## config.mk

```make
export PLATFORM = sky130hd
export DESIGN_NAME = sil_ram
export DESIGN_NICKNAME = d
export VERILOG_FILES = /design/src/sv/sil_ram.sv
export SDC_FILE = /design/constraint.sdc
export NUM_CORES = 1
export LEC_CHECK = 0
export BUFFER_PORTS_ARGS = -buffer_cell sky130_fd_sc_hd__buf_2
export CAP_MARGIN = 20
export CORE_MARGIN = 2
export CORE_UTILIZATION = 60
export DETAILED_ROUTE_END_ITERATION = 6
export PLACE_DENSITY = 0.78
export RECOVER_POWER = 50
export SLEW_MARGIN = 20
export SYNTH_ARGS = -nofsm -noshare
export SYNTH_HDL_FRONTEND = slang
export SYNTH_SLANG_ARGS = --single-unit
```

## constraint.sdc

```tcl
create_clock -name clk -period 2.2 [get_ports clk]
set_input_delay 0.44 -clock clk [delete_from_list [all_inputs] [get_ports clk]]
set_output_delay 0.44 -clock clk [all_outputs]
set_load 0.01 [all_outputs]
```

## src/sv/sil_ram.sv

```systemverilog
// Generic simple dual-port RAM with one write port and one registered read port.
module sil_ram #(
	parameter int WIDTH = 8,
	parameter int DEPTH = 16
) (
	input  logic                     clk,
	input  logic                     we,
	input  logic [$clog2(DEPTH)-1:0] waddr,
	input  logic [WIDTH-1:0]         wdata,
	input  logic                     re,
	input  logic [$clog2(DEPTH)-1:0] raddr,
	output logic [WIDTH-1:0]         rdata
);

	logic [WIDTH-1:0] mem [DEPTH];

	// Write and registered read.
	always_ff @(posedge clk) begin
		if (we) begin
			mem[waddr] <= wdata;
		end
		if (re) begin
			rdata <= mem[raddr];
		end
	end

endmodule

```

==> results of run 1 <==
[worst max-delay path, stage by stage, from the launching register on]
cell	delay, ns
edfxtp_1	0.41
mux4_1	0.58
a22oi_1	0.35
nand2_1	0.11
[stage by stage]
step | hold WS [ns] | area [µm²] | total power (µW) | setup WS, ns
after floorplan | 0.539 | 5230 | 3140 | 0.267
after global placement | 0.721 | 5600 | 3260 | 0.179
after detailed placement | 0.747 | 5600 | 3270 | 0.146
after CTS | 0.274 | 6260 | 6360 | 0.538
after global routing | 0.395 | 6250 | 6490 | 0.491
final | 0.408 | 6250 | 6330 | 0.503
[report_power, final]
part / internal, µW / total [µW] / leakage [µW] / switching [µW]
registers: 2920 / 2940 / 0.00124 / 18.3
logic: 116 / 274 / 0.000566 / 158
clock network: 2070 / 3110 / 0.000301 / 1040
[registers in the layout, summed over array words and instances, names as in the netlist]
register and flops:
rdata 8, mem 128
[layer usage]
| metal | vias up | part of all wire [%] | routed length, µm | GRT usage [%] |
|---|---|---|---|---|
| li1 | 1092 | - | - | - |
| met2 | 125 | 51 | 5240 | 37.9 |
| met3 | 14 | 6.6 | 682 | 6.76 |
| met4 | 0 | 1.4 | 142 | 7.26 |
| met1 | 1326 | 41 | 4300 | 34.3 |
| met5 | - | 0 | 0 | 0 |
[cell families after synthesis]
logic type             share of synthesized area, %
buffers and inverters                          1.65
AO/OA/AOI/OAI                                  2.30
flip-flops                                     78.1
multiplexers                                   14.8
AND/OR/NAND/NOR                                3.14
[cells in the final DEF (no fill, tap or decap), types with 3 or more instances in the layout]
master / n
buf_12: 3
bufinv_16: 6
buf_2: 16
mux4_2: 18
mux4_1: 14
clkbuf_16: 16
edfxtp_1: 136
nand2_1: 9
nor2_1: 13
nor3_1: 4
clkbuf_1: 11
clkinvlp_4: 6
buf_4: 17
a22oi_1: 16
[how the worst max path moves through the flow]
stage                                      to  slack (ns)  depth (start not counted)
after detailed placement   rdata[1]$_DFFE_PP_        0.15                          5
after global placement     rdata[0]$_DFFE_PP_        0.18                          5
final                      rdata[3]$_DFFE_PP_        0.50                          3
after floorplan           mem[0][0]$_DFFE_PP_        0.27                          2
after global routing       rdata[3]$_DFFE_PP_        0.49                          3
after CTS                  rdata[3]$_DFFE_PP_        0.54                          3
[synth_stat cells, drive strengths merged]
cell / number
nand3: 1
or3b: 1
clkdlybuf4s25: 3
edfxtp: 136
nand2b: 2
nor2b: 1
and2: 1
nand3b: 2
mux4: 32
nor2: 13
nand2: 9
buf: 7
nor3: 4
a22oi: 16
and2b: 1
[layout make-up]
class	instances	area, µm²	share of cell area, %
repair buffers	47	309	4.95
flip-flops and latches	136	4080	65.4
clock buffers	17	414	6.63
clock inverters	15	246	3.95
well taps	108	135	2.16
multi-input cells	83	1060	16.9
==> flow_metrics.py, run 1 <==
metrics = {
    "sta": {
        "hold_viol": 0,
        "tightest_slew_ns": 0.821,
        "layout_min_cycle_time_ns": 1.70,
        "period_share_pct": 77.1,
        "fin_skew_ns": 0.00555,
        "max_slew_margin_pct": 45.3,
        "setup_tns_ns": 0,
        "setup_violations": 0,
        "max_freq_ghz": 0.589,
        "slew_violations": 0,
        "rsz0062_at_grt": "false",
    },
    "route": {
        "vias_per_cell": 6.30,
        "vias": 2557,
        "drc_errors": 0,
        "wl_mm": 10.4,
        "drtPass1Iterations": 6,
        "ant_nets": 0,
        "drtIter0Drc": 339,
        "drt-wirelength-per-cell_um": 25.5,
    },
    "floorplanning": {
        "start_util_pct": 60.8,
        "coreArea_um2": 8590,
        "die_w_um": 97.3,
        "dieArea_um2": 9480,
        "num_io_pins": 27,
        "rows": 34,
        "die_y_um": 97.3,
    },
    "critical_path": {
        "critPathLaunchType": "flip-flop",
        "cp.required_ns": 2.45,
        "r2r-start": "mem[1][3]$_DFFE_PP_",
        "endpoint_kind": "flip-flop",
        "cp.arrival_ns": 1.95,
        "worst-path-max-fanout": 1,
        "r2r_slack_ns": 0.50,
        "rr_endpoint": "rdata[3]$_DFFE_PP_",
        "worstRegToRegCells": 3,
        "crit_type": "flip-flop to flip-flop",
        "crit_start": "mem[1][3]$_DFFE_PP_",
    },
    "min_path": {
        "hold_end": "rdata[1]$_DFFE_PP_",
        "holdPathStages": 1,
        "hp-class": "primary input to flip-flop",
        "holdCritStartpoint": "re",
    },
    "cells_and_area": {
        "final_core_util_pct": 72.7,
        "layout-drive-gt1-share_pct": 28.9,
        "layout.nets": 304,
        "syn2layout_area_growth_pct": 19.5,
        "fillers": 486,
        "layout.cells.non_filler": 406,
        "diodes": 0,
    },
    "cts": {
        "cts_resized": 0,
        "cts-htree-levels": 4,
        "cts_tree": "built",
        "clk_pin_slew_ns": 0.06,
        "clock_sinks": 136,
        "cts_setup_buffers": 0,
        "hold_buffers": 0,
        "insertion_delay_ns": 0.51,
        "clk_path_buf_depth": 2,
        "numCtsBuffers": 17,
        "cts_root_buf": "clkbuf_8",
    },
    "logic_synthesis": {
        "synth_nets": 248,
        "ys_seq_area_share_pct": 78.1,
        "synth.area.top_cells": "edfxtp_1 78%, mux4_2 7.8%, mux4_1 7.0%",
        "yosysTopAreaCellShare_pct": 78.1,
        "avgSynthCellArea_um2": 22.8,
        "netlist_area_um2": 5230,
        "synth.distinct_cells": 18,
        "syn_inst": 229,
        "yosys.area.top_type": "edfxtp_1",
        "synth-seq-cells": 136,
        "yosys_warnings": 0,
    },
    "status": {
        "status": "complete, no violations",
    },
    "placed_design": {
        "dp_hpwl_mm": 6.45,
        "portBuffers": 26,
        "gp_congestion": 0.724,
        "placed_cells": 374,
    },
    "pwr": {
        "ir_drop_uv": 738,
        "p_leak_uw": 0.00210,
        "p_per_area_nw_per_um2": 1010,
    },
    "global_route": {
        "grt_start_max_net_pins": 33,
        "grt_pass1_vias": 2622,
        "grt_pass1_wl_mm": 16.0,
        "antenna_found_initial": 0,
        "grt-ovfl-total": 0,
        "track_usage_pct": 24.2,
    },
    "flow_run": {
        "maxCapViolCount": 0,
    },
}
Note: power is estimated with default switching activity, not from simulation.
==> run 2: changes to the inputs <==
--- a/config.mk
+++ b/config.mk
@@ -8,9 +8,9 @@
 export BUFFER_PORTS_ARGS = -buffer_cell sky130_fd_sc_hd__buf_2
 export CAP_MARGIN = 20
 export CORE_MARGIN = 2
-export CORE_UTILIZATION = 60
+export CORE_UTILIZATION = 54
 export DETAILED_ROUTE_END_ITERATION = 6
-export PLACE_DENSITY = 0.78
+export PLACE_DENSITY = 0.74
 export RECOVER_POWER = 50
 export SLEW_MARGIN = 20
 export SYNTH_ARGS = -nofsm -noshare
==> constraint.sdc (replaced) <==
create_clock -name clk -period 1.51 [get_ports clk]
set_input_delay 0.302 -clock clk [delete_from_list [all_inputs] [get_ports clk]]
set_output_delay 0.302 -clock clk [all_outputs]
set_load 0.01 [all_outputs]
==> flow_metrics.py, run 2 (synthesis results as in run 1) <==
metrics = {
    "cts": {
        "cts_root_buf": "clkbuf_8",
        "cts_setup_buffers": 0,
        "clk_path_buf_depth": 2,
        "cts-htree-levels": 4,
        "hold_buffers": 0,
        "cts_resized": 0,
        "clock_sinks": 136,
        "cts_tree": "built",
        "clk_pin_slew_ns": 0.06,
        "insertion_delay_ns": 0.51,
        "numCtsBuffers": 17,
    },
    "floorplanning": {
        "die_w_um": 102,
        "num_io_pins": 27,
        "die_y_um": 102,
        "start_util_pct": 56.0,
        "coreArea_um2": 9330,
        "rows": 35,
        "dieArea_um2": 10500,
    },
    "placed_design": {
        "portBuffers": 26,
        "placed_cells": 399,
        "gp_congestion": 0.706,
        "dp_hpwl_mm": 6.25,
        "dpl-instance-area_um2": 5640,
        "dp_slack_ns": -0.391,
    },
    "sta": {
        "period_share_pct": 97.6,
        "setup_violations": 0,
        "setup_tns_ns": 0,
        "max_freq_ghz": 0.679,
        "slew_violations": 0,
        "tightest_slew_ns": 0.817,
        "max_slew_margin_pct": 45.4,
        "layout_min_cycle_time_ns": 1.47,
        "rsz0062_at_grt": "false",
        "finalWorstSetupSlack_ns": 0.0363,
        "fin_skew_ns": 0.00916,
        "hold_viol": 0,
    },
    "route": {
        "vias": 2492,
        "drtPass1Iterations": 4,
        "ant_nets": 0,
        "drc_errors": 0,
        "wl_mm": 10.1,
        "vias_per_cell": 5.78,
        "drtIter0Drc": 181,
        "drt-wirelength-per-cell_um": 23.5,
    },
    "global_route": {
        "grt_pass1_wl_mm": 15.4,
        "grt-ovfl-total": 0,
        "track_usage_pct": 22.0,
        "grt_pass1_vias": 2542,
        "antenna_found_initial": 0,
        "grt_start_max_net_pins": 21,
    },
    "cells_and_area": {
        "layout-drive-gt1-share_pct": 34.8,
        "fillers": 593,
        "final_area_um2": 6200,
        "reg.largest.list": "mem (128), rdata (8)",
        "final_cell_mix": "136 x edfxtp_1, 31 x mux4_2, 18 x buf_4, 17 x buf_2, 16 x clkbuf_16",
        "syn2layout_area_growth_pct": 18.6,
        "layout.cells.non_filler": 431,
        "diodes": 0,
        "layout.nets": 308,
        "top_register": "mem",
        "largest_reg_flops": 128,
        "final_core_util_pct": 66.5,
        "layout_commonest_cell": "edfxtp_1",
    },
    "critical_path": {
        "crit_type": "flip-flop to flip-flop",
        "r2r_slack_ns": 0.04,
        "critPathLaunchType": "flip-flop",
        "rr_endpoint": "rdata[2]$_DFFE_PP_",
        "crit_chain": "mux4_2, a22oi_1, nand2_1",
        "cp.required_ns": 1.77,
        "endpoint_kind": "flip-flop",
        "cp.arrival_ns": 1.73,
        "r2r-start": "mem[1][2]$_DFFE_PP_",
        "worstRegToRegCells": 3,
        "worst-path-max-fanout": 1,
        "slowest_stage": "mux4_2",
        "max_stage_delay_ns": 0.47,
    },
    "pwr": {
        "p_leak_uw": 0.00203,
        "ir_drop_uv": 796,
        "p_per_area_nw_per_um2": 1380,
    },
    "min_path": {
        "holdPathStages": 1,
        "hp-class": "primary input to flip-flop",
        "holdCritStartpoint": "re",
        "hold_end": "rdata[3]$_DFFE_PP_",
    },
    "status": {
        "status": "complete, no violations",
    },
    "flow_run": {
        "maxCapViolCount": 0,
    },
}
run 2: worst max-delay path, delay by kind of cell (launching register included):
family,cells,cell delay (ns)
AND/OR/NAND/NOR,1,0.11
flip-flops,1,0.39
multiplexers,1,0.47
AO/OA/AOI/OAI,1,0.25
run 2: where the power goes:
| part | total (µW) | switching (µW) | internal (µW) | leakage [µW] |
|---|---|---|---|---|
| sequential | 4280 | 24.8 | 4260 | 0.00124 |
| combinational | 424 | 237 | 187 | 0.000541 |
| clock | 3840 | 1500 | 2350 | 0.000253 |
| total | 8550 | 1760 | 6790 | 0.00203 |
run 2: layout make-up:
type	count	area, µm²	area share, %
Clock buffer	18	418	6.74
Sequential cell	136	4080	65.9
Timing Repair Buffer	51	362	5.83
Tap cell	129	161	2.60
Clock inverter	14	151	2.44
Multi-Input combinational cell	83	1020	16.5
run 2: stage by stage:
step	hold WS, ns	power [µW]
finish	0.288	8550
global route	0.282	8810
floorplan	0.401	4590
CTS	0.143	8610
detailed placement	0.686	4780
global placement	0.688	4770
run 2: per-layer routing:
layer	routed length [µm]	vias to the layer above	track usage (%)
li1	-	1090	-
met3	669	16	6.57
met1	4120	1279	30.6
met4	230	0	9.64
met2	5090	107	33.1
met5	0	-	0
run 2: worst max-delay path by stage:
stage | startpoint | endpoint | slack (ns) | depth (start not counted)
global route | mem[3][2]$_DFFE_PP_ | rdata[2]$_DFFE_PP_ | 0.0002 | 3
floorplan | waddr[2] | mem[3][0]$_DFFE_PP_ | -0.06 | 2
CTS | mem[1][2]$_DFFE_PP_ | rdata[2]$_DFFE_PP_ | 0.01 | 3
finish | mem[1][2]$_DFFE_PP_ | rdata[2]$_DFFE_PP_ | 0.04 | 3
global placement | raddr[0] | rdata[2]$_DFFE_PP_ | -0.36 | 6
detailed placement | raddr[0] | rdata[1]$_DFFE_PP_ | -0.39 | 6
==> run 3: changes to the inputs <==
--- a/config.mk
+++ b/config.mk
@@ -5,12 +5,13 @@
 export SDC_FILE = /design/constraint.sdc
 export NUM_CORES = 1
 export LEC_CHECK = 0
+export ABC_AREA = 1
 export BUFFER_PORTS_ARGS = -buffer_cell sky130_fd_sc_hd__buf_2
 export CAP_MARGIN = 20
 export CORE_MARGIN = 2
-export CORE_UTILIZATION = 54
+export CORE_UTILIZATION = 55
 export DETAILED_ROUTE_END_ITERATION = 6
-export PLACE_DENSITY = 0.74
+export PLACE_DENSITY = 0.75
 export RECOVER_POWER = 50
 export SLEW_MARGIN = 20
 export SYNTH_ARGS = -nofsm -noshare
==> flow_metrics.py, run 3 <==
metrics = {
    "cts": {
        "cts_setup_buffers": 0,
        "hold_buffers": 0,
        "cts_root_buf": "clkbuf_8",
        "cts_tree": "built",
        "numCtsBuffers": 17,
        "clk_path_buf_depth": 2,
        "cts_resized": 0,
        "insertion_delay_ns": 0.52,
        "clock_sinks": 136,
        "clk_pin_slew_ns": 0.06,
        "cts-htree-levels": 4,
    },
    "global_route": {
        "antenna_found_initial": 0,
        "grt-ovfl-total": 0,
        "track_usage_pct": 23.7,
        "grt_pass1_wl_mm": 19.9,
        "grt_start_max_net_pins": 37,
        "grt_pass1_vias": 3796,
    },
    "logic_synthesis": {
        "synth_top_family_by_area": "simple AND/OR/NAND/NOR gates",
        "yosys.area.top_type": "edfxtp_1",
        "postSynth.asyncResetShare_pct": 0,
        "synth-main-ff-cell": "edfxtp_1",
        "syn_inst": 551,
        "synth-seq-cells": 136,
        "avgSynthCellArea_um2": 10.6,
        "synth_common_cells": "173 x nand2_1, 136 x edfxtp_1, 100 x inv_1",
        "yosysTopAreaCellShare_pct": 69.8,
        "yosys_warnings": 0,
        "synth-simple-area-share_pct": 20.8,
        "synth_xor_xnor_area_share_pct": 0,
        "synth.most_common_cell": "nand2_1",
        "synth_compound_area_share_pct": 0,
        "synth_edf_count": 136,
        "muxShareOfSynthArea_pct": 0,
        "ys_seq_area_share_pct": 69.8,
        "synth.distinct_cells": 11,
        "synth_fa_ha_area_share_pct": 0,
        "synth.area.top_cells": "edfxtp_1 70%, nand2_1 11%, nand3_1 8.3%",
        "netlist_area_um2": 5850,
        "synth_nets": 570,
    },
    "critical_path": {
        "crit_start": "rdata[2]$_DFFE_PP_",
        "crit_chain": "buf_2",
        "r2r-start": "mem[7][6]$_DFFE_PP_",
        "crit_end": "rdata[2]",
        "endpoint_kind": "output port",
        "worstRegToRegCells": 6,
        "crit_type": "flip-flop to output port",
        "cp.arrival_ns": 1.08,
        "r2r_slack_ns": 0.35,
        "slowest_stage": "edfxtp_1",
        "cp.required_ns": 1.21,
        "critPathLaunchType": "flip-flop",
        "path_delay_family": "flip-flops",
        "worst-path-max-fanout": 1,
        "cp.depth": 1,
        "rr_endpoint": "rdata[6]$_DFFE_PP_",
        "worst-path-buf-inv": 1,
        "max_stage_delay_ns": 0.41,
    },
    "cells_and_area": {
        "diodes": 0,
        "layout-drive-gt1-share_pct": 10.8,
        "final_cell_mix": "173 x nand2_1, 136 x edfxtp_1, 100 x inv_1, 97 x nand3_1",
        "reg.largest.list": "mem (128), rdata (8)",
        "final_area_um2": 6780,
        "largest_reg_flops": 128,
        "layout_commonest_cell": "nand2_1",
        "syn2layout_area_growth_pct": 15.9,
        "top_register": "mem",
        "fillers": 778,
        "layout.nets": 615,
        "final_core_util_pct": 65.6,
    },
    "route": {
        "vias": 3963,
        "ant_nets": 0,
        "drtIter0Drc": 359,
        "wl_mm": 12.7,
        "drt-wirelength-per-cell_um": 17.0,
        "drtPass1Iterations": 5,
        "drc_errors": 0,
        "vias_per_cell": 5.32,
    },
    "pwr": {
        "p_leak_uw": 0.00291,
        "power.total_uw": 8800,
        "p_per_area_nw_per_um2": 1300,
        "pwr-share-comb_pct": 6.1,
        "p_seq_share_pct": 48.6,
        "power.internal_uw": 6910,
        "ir_drop_uv": 841,
        "p_clk_share_pct": 45.3,
        "p_sw_uw": 1890,
        "netSwitchingFraction_pct": 21.4,
    },
    "sta": {
        "setup_violations": 0,
        "fin_skew_ns": 0.0225,
        "max_slew_margin_pct": 40.4,
        "tightest_slew_ns": 0.894,
        "rsz0062_at_grt": "false",
        "timing.hold.ws_ns": 0.244,
        "layout_min_cycle_time_ns": 1.38,
        "period_share_pct": 91.4,
        "max_freq_ghz": 0.725,
        "setup_tns_ns": 0,
        "hold_viol": 0,
        "slew_violations": 0,
    },
    "placed_design": {
        "dpl-instance-area_um2": 6220,
        "dp_hpwl_mm": 7.86,
        "portBuffers": 26,
        "gp_congestion": 0.852,
    },
    "floorplanning": {
        "die_y_um": 107,
        "num_io_pins": 27,
        "start_util_pct": 56.6,
        "dieArea_um2": 11500,
        "rows": 37,
        "die_w_um": 107,
        "coreArea_um2": 10300,
    },
    "status": {
        "status": "complete, no violations",
    },
    "flow_run": {
        "maxCapViolCount": 0,
    },
    "min_path": {
        "hp-class": "primary input to flip-flop",
    },
}
## run 3: cell types whose count changed after synthesis, moves of 14 or more
cell | before | now
a22oi_1 | 16 | 0
inv_1 | 0 | 100
mux4_1 | 14 | 0
mux4_2 | 18 | 0
nand2_1 | 9 | 173
nand3_1 | 1 | 97
## run 3: cells by family (layout without fill, tap and decap cells)
| group | count (synthesis) | in the layout |
|---|---|---|
| flops | 136 | 136 |
| simple gates | 289 | 289 |
| buf+inv | 126 | 184 |
## run 3: worst min-delay path by stage
stage	from	endpoint	slack, ns	cells past startpoint
global placement	re	rdata[5]$_DFFE_PP_	0.67	1
CTS	re	rdata[6]$_DFFE_PP_	0.13	1
global route	re	rdata[6]$_DFFE_PP_	0.24	1
floorplan	wdata[0]	mem[0][0]$_DFFE_PP_	0.40	0
detailed placement	re	rdata[6]$_DFFE_PP_	0.67	1
finish	re	rdata[6]$_DFFE_PP_	0.24	1
## run 3: final cells by class
type	count	area, µm²	share of cell area (%)
clock buffer	18	418	6.17
clock inverter	14	155	2.29
inverter	102	383	5.65
multi-input combinational	289	1210	17.9
sequential	136	4080	60.3
tap	136	170	2.51
timing repair buffer	50	353	5.21
## run 3: layer usage
metal	GRT usage, %	share of wire, %	vias to the layer above
met2	37.7	49	190
met1	32.5	40	1877
met3	4.86	8.8	22
met5	0	0	-
met4	9.09	2.1	0
li1	-	-	1874
## run 3: metrics by stage
| stage | setup slack (ns) | instances |
|---|---|---|
| 2_1_floorplan | 0.257 | 551 |
| 3_3_place_gp | -0.0292 | 713 |
| 3_5_place_dp | -0.0124 | 713 |
| 4_1_cts | 0.117 | 745 |
| 5_1_grt | 0.104 | 745 |
| 6_report | 0.130 | 745 |
## run 3: worst register-to-register path, delay by kind of cell (launching register included)
family / cells / cell delay [ns]
buffers and inverters: 1 / 0.08
flip-flops: 1 / 0.37
AND/OR/NAND/NOR: 5 / 0.46
## run 3: power groups by stage
stage	registers, µW	logic, µW	clock network, µW
after floorplan	4360	298	0
after global placement	4350	519	0
after detailed placement	4360	530	0
after CTS	4280	536	4010
after global routing	4280	585	4170
final	4280	533	3980
